<file path="src/hdl/rth_pkg.sv">
// Shared constants of the RGB to HSV converter.
`timescale 1ns / 1ps

package rth_pkg;

    // Default configuration of the converter.
    localparam int COMPONENT_BITS_DEF = 8;
    localparam int HUE_FRAC_BITS_DEF  = 6;

    // Whole-degree part of the hue: 0 .. 359 needs nine bits.
    localparam int HUE_INT_BITS = 9;

    // Degrees per hue sector and degrees in a full turn.
    localparam int HUE_SECTOR_DEG = 60;
    localparam int HUE_FULL_DEG   = 360;

endpackage

</file>
<file path="src/hdl/rth_if.sv">
// Stream interfaces for RGB pixel beats and HSV pixel beats.
`timescale 1ns / 1ps

interface rth_pix_if #(
    parameter int CB = rth_pkg::COMPONENT_BITS_DEF
);
    logic          valid;
    logic          ready;
    logic [CB-1:0] red;
    logic [CB-1:0] green;
    logic [CB-1:0] blue;

    modport source (output valid, output red, output green, output blue, input ready);
    modport sink   (input valid, input red, input green, input blue, output ready);
endinterface

interface rth_hsv_if #(
    parameter int CB = rth_pkg::COMPONENT_BITS_DEF,
    parameter int HW = rth_pkg::HUE_INT_BITS + rth_pkg::HUE_FRAC_BITS_DEF
);
    logic          valid;
    logic          ready;
    logic [HW-1:0] hue;
    logic [CB-1:0] saturation;
    logic [CB-1:0] brightness;

    modport source (output valid, output hue, output saturation, output brightness,
                    input ready);
    modport sink   (input valid, input hue, input saturation, input brightness,
                    output ready);
endinterface

</file>
<file path="src/hdl/rgb_to_hsv.sv">
// Top level of the RGB to HSV converter: input skid, front stage, divider cell row.
`timescale 1ns / 1ps

// Channel | Direction | Beat contents
// pix     | in        | red, green, blue (COMPONENT_BITS each, unsigned)
// hsv     | out       | hue (9 + HUE_FRAC_BITS), saturation, brightness
//
// One pixel is accepted per clock while the input skid is empty; each result
// is registered in the front stage and then in every cell of the divider row.
// Reset clears the valid bits of the skid, the front stage and every cell.
// When hsv stalls, the whole row holds; one beat offered during that cycle
// lands in the input skid, so pix.ready comes straight from a register.

module rgb_to_hsv #(
    parameter int COMPONENT_BITS = rth_pkg::COMPONENT_BITS_DEF,
    parameter int HUE_FRAC_BITS  = rth_pkg::HUE_FRAC_BITS_DEF
) (
    input  logic       clk,
    input  logic       rst_n,
    rth_pix_if.sink    pix,
    rth_hsv_if.source  hsv
);
    import rth_pkg::*;

    localparam int CB = COMPONENT_BITS;
    localparam int HF = HUE_FRAC_BITS;
    localparam int HW = HUE_INT_BITS + HF;

    // The saturation quotient takes CB steps and the hue quotient HW steps.
    // The row is as long as the longer one; the shorter lane sits idle in
    // the leading cells so both finish in the last cell.
    localparam int NCELLS = (CB > HW) ? CB : HW;

    // Input skid buffer.
    logic          skid_valid_reg;
    logic          skid_valid_next;
    logic [CB-1:0] skid_red_reg;
    logic [CB-1:0] skid_green_reg;
    logic [CB-1:0] skid_blue_reg;

    logic          src_valid;
    logic [CB-1:0] src_red;
    logic [CB-1:0] src_green;
    logic [CB-1:0] src_blue;

    // Global advance: the row moves whenever the final register is free or drains.
    logic          en;

    // Stage signals; index 0 is the front stage, index NCELLS the last cell.
    logic          valid_c   [0:NCELLS];
    logic [CB-1:0] bright_c  [0:NCELLS];
    logic [CB-1:0] sat_div_c [0:NCELLS];
    logic [CB-1:0] sat_rem_c [0:NCELLS];
    logic [CB-1:0] sat_low_c [0:NCELLS];
    logic [CB-1:0] hue_div_c [0:NCELLS];
    logic [CB-1:0] hue_rem_c [0:NCELLS];
    logic [HW-1:0] hue_low_c [0:NCELLS];

    assign en        = hsv.ready || !valid_c[NCELLS];
    assign pix.ready = !skid_valid_reg;

    // A held beat in the skid goes first; pix cannot be accepted meanwhile.
    assign src_valid = skid_valid_reg || pix.valid;
    assign src_red   = skid_valid_reg ? skid_red_reg   : pix.red;
    assign src_green = skid_valid_reg ? skid_green_reg : pix.green;
    assign src_blue  = skid_valid_reg ? skid_blue_reg  : pix.blue;

    always_comb
    begin
        if (en)
        begin
            skid_valid_next = 1'b0;
        end
        else
        begin
            skid_valid_next = skid_valid_reg || pix.valid;
        end
    end

    always_ff @(posedge clk or negedge rst_n)
    begin
        if (!rst_n)
        begin
            skid_valid_reg <= 1'b0;
        end
        else
        begin
            skid_valid_reg <= skid_valid_next;
        end
    end

    always_ff @(posedge clk)
    begin
        if (!en && !skid_valid_reg && pix.valid)
        begin
            skid_red_reg   <= pix.red;
            skid_green_reg <= pix.green;
            skid_blue_reg  <= pix.blue;
        end
    end

    rth_front #(
        .CB (CB),
        .HF (HF)
    ) u_front (
        .clk         (clk),
        .rst_n       (rst_n),
        .en          (en),
        .valid_in    (src_valid),
        .red         (src_red),
        .green       (src_green),
        .blue        (src_blue),
        .valid_reg   (valid_c[0]),
        .bright_reg  (bright_c[0]),
        .sat_div_reg (sat_div_c[0]),
        .sat_rem_reg (sat_rem_c[0]),
        .sat_low_reg (sat_low_c[0]),
        .hue_div_reg (hue_div_c[0]),
        .hue_rem_reg (hue_rem_c[0]),
        .hue_low_reg (hue_low_c[0])
    );

    for (genvar i = 0; i < NCELLS; i++)
    begin : g_cell
        rth_cell #(
            .CB     (CB),
            .HF     (HF),
            .SAT_ON (i >= NCELLS - CB),
            .HUE_ON (i >= NCELLS - HW)
        ) u_cell (
            .clk         (clk),
            .rst_n       (rst_n),
            .en          (en),
            .valid_in    (valid_c[i]),
            .bright_in   (bright_c[i]),
            .sat_div_in  (sat_div_c[i]),
            .sat_rem_in  (sat_rem_c[i]),
            .sat_low_in  (sat_low_c[i]),
            .hue_div_in  (hue_div_c[i]),
            .hue_rem_in  (hue_rem_c[i]),
            .hue_low_in  (hue_low_c[i]),
            .valid_reg   (valid_c[i+1]),
            .bright_reg  (bright_c[i+1]),
            .sat_div_reg (sat_div_c[i+1]),
            .sat_rem_reg (sat_rem_c[i+1]),
            .sat_low_reg (sat_low_c[i+1]),
            .hue_div_reg (hue_div_c[i+1]),
            .hue_rem_reg (hue_rem_c[i+1]),
            .hue_low_reg (hue_low_c[i+1])
        );
    end

    // After the last step the low words hold the quotients.
    assign hsv.valid      = valid_c[NCELLS];
    assign hsv.hue        = hue_low_c[NCELLS];
    assign hsv.saturation = sat_low_c[NCELLS];
    assign hsv.brightness = bright_c[NCELLS];

endmodule

</file>
<file path="src/hdl/rth_front.sv">
// Front stage: max, min, sector offset and the two divider setups, registered.
`timescale 1ns / 1ps

module rth_front #(
    parameter int CB = rth_pkg::COMPONENT_BITS_DEF,
    parameter int HF = rth_pkg::HUE_FRAC_BITS_DEF
) (
    input  logic                                      clk,
    input  logic                                      rst_n,
    input  logic                                      en,
    input  logic                                      valid_in,
    input  logic [CB-1:0]                             red,
    input  logic [CB-1:0]                             green,
    input  logic [CB-1:0]                             blue,
    output logic                                      valid_reg,
    output logic [CB-1:0]                             bright_reg,
    output logic [CB-1:0]                             sat_div_reg,
    output logic [CB-1:0]                             sat_rem_reg,
    output logic [CB-1:0]                             sat_low_reg,
    output logic [CB-1:0]                             hue_div_reg,
    output logic [CB-1:0]                             hue_rem_reg,
    output logic [rth_pkg::HUE_INT_BITS+HF-1:0]       hue_low_reg
);
    import rth_pkg::*;

    localparam int HW = HUE_INT_BITS + HF;
    localparam int NW = CB + 4;     // sector sum, with room for a negative difference
    localparam int PW = CB + 3;     // sector sum after wrap, below 6 * delta
    localparam int MW = PW + 6;     // sector sum times 60
    localparam int DW = MW + HF;    // hue dividend

    logic [CB-1:0]   mx;
    logic [CB-1:0]   mn;
    logic [CB-1:0]   delta;
    logic [NW-1:0]   delta_w;
    logic [NW-1:0]   n_w;
    logic [PW-1:0]   n;
    logic [MW-1:0]   n60;
    logic [DW-1:0]   hue_dvd;
    logic [2*CB-1:0] sat_dvd;

    logic            valid_next;
    logic [CB-1:0]   bright_next;
    logic [CB-1:0]   sat_div_next;
    logic [CB-1:0]   sat_rem_next;
    logic [CB-1:0]   sat_low_next;
    logic [CB-1:0]   hue_div_next;
    logic [CB-1:0]   hue_rem_next;
    logic [HW-1:0]   hue_low_next;

    always_comb
    begin
        mx = red;
        mn = red;
        if (green > mx)
        begin
            mx = green;
        end
        if (blue > mx)
        begin
            mx = blue;
        end
        if (green < mn)
        begin
            mn = green;
        end
        if (blue < mn)
        begin
            mn = blue;
        end
        delta   = mx - mn;
        delta_w = NW'(delta);

        // Modular arithmetic in NW bits; the true sum is never negative after the wrap.
        if (red >= green && red >= blue)
        begin
            n_w = NW'(green) - NW'(blue);
            if (green < blue)
            begin
                n_w = n_w + (delta_w << 2) + (delta_w << 1);
            end
        end
        else if (green >= blue)
        begin
            n_w = (delta_w << 1) + NW'(blue) - NW'(red);
        end
        else
        begin
            n_w = (delta_w << 2) + NW'(red) - NW'(green);
        end
        n = n_w[PW-1:0];

        n60     = (MW'(n) << 6) - (MW'(n) << 2);
        hue_dvd = DW'(n60) << HF;
        sat_dvd = (2*CB)'((2*CB)'(delta) << CB) - (2*CB)'(delta);

        valid_next   = valid_in;
        bright_next  = mx;
        // A zero divisor is replaced by all ones; its dividend is zero then,
        // so the quotient comes out zero, which is the grey and black answer.
        sat_div_next = (mx == '0) ? '1 : mx;
        hue_div_next = (delta == '0) ? '1 : delta;
        sat_rem_next = sat_dvd[2*CB-1:CB];
        sat_low_next = sat_dvd[CB-1:0];
        hue_rem_next = hue_dvd[DW-1:HW];
        hue_low_next = hue_dvd[HW-1:0];
    end

    always_ff @(posedge clk or negedge rst_n)
    begin
        if (!rst_n)
        begin
            valid_reg <= 1'b0;
        end
        else if (en)
        begin
            valid_reg <= valid_next;
        end
    end

    always_ff @(posedge clk)
    begin
        if (en)
        begin
            bright_reg  <= bright_next;
            sat_div_reg <= sat_div_next;
            sat_rem_reg <= sat_rem_next;
            sat_low_reg <= sat_low_next;
            hue_div_reg <= hue_div_next;
            hue_rem_reg <= hue_rem_next;
            hue_low_reg <= hue_low_next;
        end
    end

endmodule

</file>
<file path="src/hdl/rth_cell.sv">
// One divider cell: a restoring step for the saturation lane and the hue lane.
`timescale 1ns / 1ps

module rth_cell #(
    parameter int CB     = rth_pkg::COMPONENT_BITS_DEF,
    parameter int HF     = rth_pkg::HUE_FRAC_BITS_DEF,
    parameter bit SAT_ON = 1'b1,
    parameter bit HUE_ON = 1'b1
) (
    input  logic                                clk,
    input  logic                                rst_n,
    input  logic                                en,
    input  logic                                valid_in,
    input  logic [CB-1:0]                       bright_in,
    input  logic [CB-1:0]                       sat_div_in,
    input  logic [CB-1:0]                       sat_rem_in,
    input  logic [CB-1:0]                       sat_low_in,
    input  logic [CB-1:0]                       hue_div_in,
    input  logic [CB-1:0]                       hue_rem_in,
    input  logic [rth_pkg::HUE_INT_BITS+HF-1:0] hue_low_in,
    output logic                                valid_reg,
    output logic [CB-1:0]                       bright_reg,
    output logic [CB-1:0]                       sat_div_reg,
    output logic [CB-1:0]                       sat_rem_reg,
    output logic [CB-1:0]                       sat_low_reg,
    output logic [CB-1:0]                       hue_div_reg,
    output logic [CB-1:0]                       hue_rem_reg,
    output logic [rth_pkg::HUE_INT_BITS+HF-1:0] hue_low_reg
);
    import rth_pkg::*;

    localparam int HW = HUE_INT_BITS + HF;

    logic [CB:0]   sat_t;
    logic          sat_ge;
    logic [CB:0]   hue_t;
    logic          hue_ge;
    logic [CB-1:0] sat_rem_next;
    logic [CB-1:0] sat_low_next;
    logic [CB-1:0] hue_rem_next;
    logic [HW-1:0] hue_low_next;

    // Shift the next dividend bit into the partial remainder, subtract the
    // divisor when it fits, and shift the quotient bit into the low word.
    always_comb
    begin
        sat_t  = {sat_rem_in, sat_low_in[CB-1]};
        sat_ge = (sat_t >= {1'b0, sat_div_in});
        hue_t  = {hue_rem_in, hue_low_in[HW-1]};
        hue_ge = (hue_t >= {1'b0, hue_div_in});

        if (SAT_ON)
        begin
            sat_rem_next = sat_ge ? CB'(sat_t - {1'b0, sat_div_in}) : sat_t[CB-1:0];
            sat_low_next = {sat_low_in[CB-2:0], sat_ge};
        end
        else
        begin
            sat_rem_next = sat_rem_in;
            sat_low_next = sat_low_in;
        end

        if (HUE_ON)
        begin
            hue_rem_next = hue_ge ? CB'(hue_t - {1'b0, hue_div_in}) : hue_t[CB-1:0];
            hue_low_next = {hue_low_in[HW-2:0], hue_ge};
        end
        else
        begin
            hue_rem_next = hue_rem_in;
            hue_low_next = hue_low_in;
        end
    end

    always_ff @(posedge clk or negedge rst_n)
    begin
        if (!rst_n)
        begin
            valid_reg <= 1'b0;
        end
        else if (en)
        begin
            valid_reg <= valid_in;
        end
    end

    always_ff @(posedge clk)
    begin
        if (en)
        begin
            bright_reg  <= bright_in;
            sat_div_reg <= sat_div_in;
            sat_rem_reg <= sat_rem_next;
            sat_low_reg <= sat_low_next;
            hue_div_reg <= hue_div_in;
            hue_rem_reg <= hue_rem_next;
            hue_low_reg <= hue_low_next;
        end
    end

endmodule

</file>
<file path="src/flat_wrapper.sv">
// flat-port wrapper written by rule: the top's interface ports become plain ports
module rgb_to_hsv_flat import rth_pkg::*;
#(
    parameter int COMPONENT_BITS = rth_pkg::COMPONENT_BITS_DEF,
    parameter int HUE_FRAC_BITS  = rth_pkg::HUE_FRAC_BITS_DEF
)
  (clk, rst_n, pix_valid, pix_red, pix_green, pix_blue, pix_ready, hsv_valid, hsv_hue, hsv_saturation, hsv_brightness, hsv_ready);
  rth_pix_if pix_i ();
  rth_hsv_if hsv_i ();
  input  logic clk;
  input  logic rst_n;
  input wire logic [$bits(pix_i.valid)-1:0] pix_valid;
  input wire logic [$bits(pix_i.red)-1:0] pix_red;
  input wire logic [$bits(pix_i.green)-1:0] pix_green;
  input wire logic [$bits(pix_i.blue)-1:0] pix_blue;
  output wire logic [$bits(pix_i.ready)-1:0] pix_ready;
  output wire logic [$bits(hsv_i.valid)-1:0] hsv_valid;
  output wire logic [$bits(hsv_i.hue)-1:0] hsv_hue;
  output wire logic [$bits(hsv_i.saturation)-1:0] hsv_saturation;
  output wire logic [$bits(hsv_i.brightness)-1:0] hsv_brightness;
  input wire logic [$bits(hsv_i.ready)-1:0] hsv_ready;
  assign pix_i.valid = pix_valid;
  assign pix_i.red = pix_red;
  assign pix_i.green = pix_green;
  assign pix_i.blue = pix_blue;
  assign pix_ready = pix_i.ready;
  assign hsv_valid = hsv_i.valid;
  assign hsv_hue = hsv_i.hue;
  assign hsv_saturation = hsv_i.saturation;
  assign hsv_brightness = hsv_i.brightness;
  assign hsv_i.ready = hsv_ready;
  rgb_to_hsv #(.COMPONENT_BITS(COMPONENT_BITS), .HUE_FRAC_BITS(HUE_FRAC_BITS)) u_core (.clk(clk), .rst_n(rst_n), .pix(pix_i), .hsv(hsv_i));
endmodule
</file>
<file path="config.mk">
export PLATFORM = sky130hd
export DESIGN_NAME = rgb_to_hsv_flat
export DESIGN_NICKNAME = d
export VERILOG_FILES = /design/src/hdl/rth_pkg.sv /design/src/hdl/rth_if.sv /design/src/hdl/rgb_to_hsv.sv /design/src/hdl/rth_front.sv /design/src/hdl/rth_cell.sv /design/src/flat_wrapper.sv
export SDC_FILE = /design/constraint.sdc
export NUM_CORES = 2
export LEC_CHECK = 0
export ABC_AREA = 1
export BUFFER_PORTS_ARGS = -buffer_cell sky130_fd_sc_hd__buf_2
export CELL_PAD_IN_SITES_DETAIL_PLACEMENT = 1
export CELL_PAD_IN_SITES_GLOBAL_PLACEMENT = 1
export CORE_MARGIN = 2
export CORE_UTILIZATION = 25
export CTS_BUF_LIST = sky130_fd_sc_hd__clkbuf_8 sky130_fd_sc_hd__clkbuf_16
export CTS_CLUSTER_DIAMETER = 100
export DETAILED_ROUTE_END_ITERATION = 10
export GPL_TIMING_DRIVEN = 1
export HOLD_SLACK_MARGIN = 0.05
export PLACE_DENSITY_LB_ADDON = 0.2
export SLEW_MARGIN = 20
export SYNTH_ARGS = -nofsm -noshare
export SYNTH_HDL_FRONTEND = slang
export SYNTH_SLANG_ARGS = --single-unit
</file>
<file path="constraint.sdc">
create_clock -name clk -period 34.8 [get_ports clk]
set_clock_uncertainty 0.15 [all_clocks]
set_input_delay 6.96 -clock clk [delete_from_list [all_inputs] [get_ports clk]]
set_output_delay 6.96 -clock clk [all_outputs]
set_load 0.03 [all_outputs]
</file>
**Word level (Yosys, flattened, before mapping)**

Cells that the tools add are included.

- $add $sub $neg: 31
- Magnitude comparators: 31
- Multiplexer cells: 32
- Reduce and logical (&&, ||, !) cells: 10

Operators with widths:

| operator | number |
|---|---|
| $mux W8 | 28 |
| $ge A9 B8 Y1 | 23 |
| $sub A8 B8 Y8 | 22 |
| $mux W11 | 3 |
| $ge A8 B8 Y1 | 3 |
| $lt A8 B8 Y1 | 3 |
| $sub A17 B13 Y17 | 1 |
| $gt A8 B8 Y1 | 2 |
| $logic_not A8 Y1 | 2 |
| $sub A16 B8 Y16 | 1 |
| $add A10 B8 Y11 | 1 |
| $add A11 B9 Y11 | 1 |
| $add A9 B11 Y11 | 1 |
| $sub A10 B8 Y11 | 1 |
| $sub A11 B8 Y11 | 1 |
| $add A9 B8 Y10 | 1 |
| $sub A8 B8 Y9 | 1 |
| $logic_and A1 B1 Y1 | 3 |
| $logic_not A1 Y1 | 3 |
| $logic_or A1 B1 Y1 | 2 |
| $mux W1 | 1 |

- Bits in registers: 942
- Bits of input ports: 28
- Output and inout port bits: 33

**Longest topological paths before layout**

- Word-level depth: 11
- Gate-level depth with buffers: 61
- Depth with buffers taken out: 60

**Hierarchy**

From an unflattened synthesis, not the netlist that was laid out.

- Cell total of the unflattened synthesis: 4,390
- Area total of the unflattened synthesis: 50,957.6 um2

By module, submodules not included:

| module | instances | cells each | area an instance (um2) | seq. area each (um2) |
|---|---|---|---|---|
| rth_cell at u_core.g_cell[10].u_cell ... | 4 | 285 | 3,253.1 | 1,916.8 |
| rth_cell at u_core.g_cell[1].u_cell ... | 5 | 172 | 2,524.9 | 1,916.8 |
| rth_cell at u_core.g_cell[13].u_cell ... | 3 | 280 | 3,183.1 | 1,916.8 |
| rth_front | 1 | 806 | 6,443.7 | 1,676.6 |
| rth_cell at u_core.g_cell[12].u_cell | 1 | 287 | 3,129.3 | 1,916.8 |
| rth_cell at u_core.g_cell[0].u_cell | 1 | 173 | 2,562.5 | 1,916.8 |
| rth_cell at u_core.g_cell[6].u_cell | 1 | 174 | 2,513.7 | 1,916.8 |
| rgb_to_hsv | 1 | 110 | 1,122.3 | 745.7 |

**Worst setup path after synthesis**

No wires, ideal clock.

- Kind: input port to flip-flop
- Start point: input port hsv_ready
- End point: register u_core.skid_blue_reg[0], enable pin
- Data arrival time: 40.670 ns
- Path slack: -8.761 ns
- Stages: 4
- Buffers on the path: 1
- Path through: inv_1 nand2_1 clkbuf_1 nor2_1

- Cells in the longest elaborated chain, start to end: 4

RTL lines:

| element | RTL line | text |
|---|---|---|
| from (decl) | flat_wrapper.sv:21 | `input wire logic [$bits(hsv_i.ready)-1:0] hsv_ready;` |
| $logic_or A1 B1 Y1 | rgb_to_hsv.sv:59 | `assign en = hsv.ready \|\| !valid_c[NCELLS];` |
| $logic_not A1 Y1 | rgb_to_hsv.sv:94 | `if (!en && !skid_valid_reg && pix.valid)` |
| $logic_and A1 B1 Y1 (2 in a row) | rgb_to_hsv.sv:94 |  |
| to (signal assigned) | rgb_to_hsv.sv:98 | `skid_blue_reg <= pix.blue;` |
| to (decl) | rgb_to_hsv.sv:39 | `logic [CB-1:0] skid_blue_reg;` |

No other way between the ends.
A chain may end at the register's enable or synchronous reset.

**Worst setup path after layout**

- Start point: input port pix_green[5]
- End point: register u_core.u_front.hue_rem_reg[7] (data pin)

- Cells in the longest elaborated chain, start to end: 11
- Elaborated cells between the ends (all ways): 25

RTL lines:

| element | RTL line | text |
|---|---|---|
| from (decl) | flat_wrapper.sv:14 | `input wire logic [$bits(pix_i.green)-1:0] pix_green;` |
| $mux W8 (*) | rgb_to_hsv.sv:65 | `assign src_green = skid_valid_reg ? skid_green_reg : pix.green;` |
| $gt A8 B8 Y1 / $lt A8 B8 Y1 (equally long branches) | rth_front.sv:55, rth_front.sv:63 |  |
| $mux W8 (on tied branches) | rth_front.sv:55, rth_front.sv:63 |  |
| $gt A8 B8 Y1 / $lt A8 B8 Y1 (equally long branches) | rth_front.sv:59, rth_front.sv:67 |  |
| $mux W8 (on tied branches) | rth_front.sv:59, rth_front.sv:67 |  |
| $sub A8 B8 Y8 | rth_front.sv:71 | `delta = mx - mn;` |
| $add A9 B11 Y11 (tied with other cells) | rth_front.sv:80 | `n_w = n_w + (delta_w << 2) + (delta_w << 1);` |
| $add A11 B9 Y11 (tied with other cells) | rth_front.sv:80 |  |
| $mux W11 (on tied branches) | rth_front.sv:78, rth_front.sv:83 |  |
| $mux W11 (*) | rth_front.sv:75 | `if (red >= green && red >= blue)` |
| $sub A17 B13 Y17 (*) | rth_front.sv:93 | `n60 = (MW'(n) << 6) - (MW'(n) << 2);` |
| via u_core.u_front.n60[16] | rth_front.sv:38 | `logic [MW-1:0] n60;` |
| to (signal assigned) | rth_front.sv:130 | `hue_rem_reg <= hue_rem_next;` |
| to (decl) | rth_front.sv:21 | `output logic [CB-1:0] hue_rem_reg,` |

The timed path passes the listed nets; every way through them passes the cells marked *.

==> results.txt <==
----------------------------------------------------
[Route]
  Via density per instance ... 4.03
  Remaining routing DRC violations ... 0
  Antenna-violating nets left ... 0
  DRC marker count from the first detailed-route iteration ... 1054
  Avg WL per Cell ... 13.7 um
  Final wirelength ... 76400 um
  Drt pass-1 iters ... 5
  Total via count in the routed design ... 22565

[Timing]
  Max-slew violation count ... 0
  Share of the cycle needed by the critical path after routing ... 0.449
  Number of hold violations in the final report ... 0
  Worst hold slack ... between 0.2 and 0.25 ns
  Fmax achieved ... 64.0 MHz
  Final setup TNS ... 0 ns
  Unrepaired setup endpoints after global routing ... false
  Count of final setup violators ... 0
  Final critical-path required period ... 15.63 ns
  Least-Margin Pin Slew ... between 1 and 1.5 ns
  Slew Limit Headroom ... 0.296

[Synth]
  Synthesized netlist cell count ... between 3000 and 4000
  Library cells used by synthesis ... 54
  Mean area per synthesized cell ... around 13 um2
  Most used DFF post-synth ... sky130_fd_sc_hd__edfxtp_1
  Net count of the mapped netlist ... around 3500
  Total of flip-flops plus latches after synthesis ... just over 900
  EDFF count, synth ... 908
  Post-synthesis instance area ... 0.0413 mm2
  Async S/R FF share, synth ... 0.0184
  Total number of yosys warnings ... 0
  Part of the Yosys area used for sequential elements ... 0.671

[Clock network]
  Postcts setup bufs ... 0
  CTS Root Buffer Type ... sky130_fd_sc_hd__clkbuf_16
  Number of clock buffers inserted by TritonCTS ... 110
  Post_cts resized ... 0
  TritonCTS clock tree ... done
  Clock tree sinks ... between 900 and 1000
  Clock-pin slew of the registers on the worst-case setup and hold paths ... 0.06 ns
  Clock insertion delay at the later pin of the skew report ... 0.71 ns
  CTS max path bufs ... 3
  CTS Hold Buffers Added ... 0
  H-tree levels ... 3

[Die]
  Die outline height ... 410 um
  Core region area ... 0.164 mm2
  Rows ... 149
  Die width ... 410 um
  Number of I/O pins ... slightly above 60
  Initial Util ... 0.251
  Total die area ... 0.168 mm2

[Placement]
  Post-DP HPWL ... 52300 um
  Number of I/O port buffers ... 60
  Instance area after placement ... approximately 0.044 mm2
  Weighted congestion reported at the end of routability-driven placement ... 0.766

[Layout]
  Commonest cells after routing, fill and taps aside ... sky130_fd_sc_hd__edfxtp_1 (908), sky130_fd_sc_hd__inv_1 (445), sky130_fd_sc_hd__nand2_1 (326)
  Antenna Diode Count ... 0
  Most common cell after layout, fill and taps aside ... sky130_fd_sc_hd__edfxtp_1
  Cell area after layout ... 0.0482 mm2
  Total area of sequential cells ... 0.0277 mm2
  Total Nets Final ... 3658
  Number of flip-flops in the largest register ... 141
  Multi-input gate area ... roughly 0.012 mm2
  Fillcell total ... 17826
  Synth-to-Final Area Change ... 16.8%
  Share of post-route cells with drive strength above 1 ... 0.0925

[Global route]
  Global routing usage summed across all routing layers ... 0.0915
  Largest net degree at the start of global routing ... 170
  Vias in the first global route ... 24161
  Total overflow reported by the global router ... 0
  Number of antenna violations at the first check in global routing ... 0
  Global-route wire length before repair ... 125000 um

[Worst setup path]
  Critical path fanouts, max ... 17
  Critical path origin ... pix_green[5]
  Kind of capture point of the worst setup path ... flip-flop
  Critical path launch point type ... input pin
  Delay-heaviest family, CP ... compound AO/OA/AOI/OAI gates
  Reg-to-reg critical path startpoint ... u_core.skid_valid_reg
  Maximum cell stage delay along the critical path ... 0.76 ns
  Data required time at the worst endpoint ... ~35 ns
  Critical path class ... in -> reg
  Library cell contributing the largest single delay on the critical path ... sky130_fd_sc_hd__xor2_1
  CP Depth ... between 40 and 50
  Worst path arrival time ... 15.95 ns
  Crit-path most repeated cell ... sky130_fd_sc_hd__nand2_1
  Count of buffer and inverter cells on the critical path ... 6
  R2r worst-path depth ... 49

[Hold path]
  Source of the worst hold timing path ... u_core.g_cell[2].u_cell.sat_low_reg[0]
  Kind of path behind the tightest hold check ... reg -> reg
  Hold depth ... 0

[Outcome]
  Outcome ... complete, no violations

[Run]
  Max-capacitance violation count ... 0

----------------------------------------------------
-- cell type report --
| class | count | area share |
|---|---|---|
| clock buffer | 111 | 0.0576 |
| clock inverter | 96 | 0.0224 |
| inverter | 437 | 0.0341 |
| multi-input combinational | 1752 | 0.244 |
| sequential | 925 | 0.574 |
| tap | 2189 | 0.0568 |
| timing repair buffer | 85 | 0.0106 |
-- path summary, 6_finish.rpt --
kind                                                                to  slack [ns]
worst max-delay path                     u_core.u_front.hue_rem_reg[7]       19.17
min in group asynchronous           u_core.g_cell[12].u_cell.valid_reg        6.02
worst min register to register  u_core.g_cell[3].u_cell.sat_low_reg[0]        0.22
max in group asynchronous            u_core.g_cell[9].u_cell.valid_reg       28.20
worst min-delay path            u_core.g_cell[3].u_cell.sat_low_reg[0]        0.22
worst max register to register           u_core.u_front.hue_rem_reg[7]       24.07
-- metal layers --
layer,track usage,up-vias,routed length (um)
li1,-,11377,-
met1,0.106,10799,33400
met2,0.164,232,38000
met3,0.0200,157,2590
met4,0.0342,0,2390
met5,0,-,0
-- metrics by stage --
stage | instances | worst slack [ns] | util
6_report | 5595 | 19.17 | 0.293
4_1_cts | 5595 | 19.14 | 0.293
3_3_place_gp | 5388 | 18.40 | 0.270
3_5_place_dp | 5388 | 18.35 | 0.270
2_1_floorplan | 3158 | 10.29 | -
5_1_grt | 5595 | 18.20 | 0.293
-- cell families (layout without fill, tap and decap cells) --
logic type	Yosys count	after routing	synth area share
flops	925	925	0.671
xor+xnor	154	154	0.0327
compound gates	511	511	0.0679
fa+ha+maj	319	319	0.105
mux	2	2	0.000515
buf+inv	481	729	0.0449
simple gates	766	766	0.0783
-- Yosys cell counts (all sizes together) (2+ instances only) --
master,n,area [um2]
ha,276,3450
edfxtp,908,27300
or3,3,18.8
nand2,340,1320
o22ai,3,18.8
a211oi,12,90.1
a311oi,7,61.3
a21oi,245,1230
a211o,2,17.5
o21ai,184,947
xnor2,53,464
nand4,24,165
nor4,9,56.3
nor3,17,85.1
nand3,60,330
dfrtp,17,425
a21o,13,97.6
clkbuf,30,113
fa,43,861
buf,14,98.8
o311ai,3,26.3
or2,27,169
o21bai,8,60.1
nand3b,2,15.0
a21boi,3,22.5
nor2,283,1060
o31ai,8,60.1
o211ai,15,118
inv,436,1640
xor2,101,885
a31oi,5,31.3
Power is not shown: default switching activity piles up to over one toggle a cycle in this logic, so the estimate is an artifact.
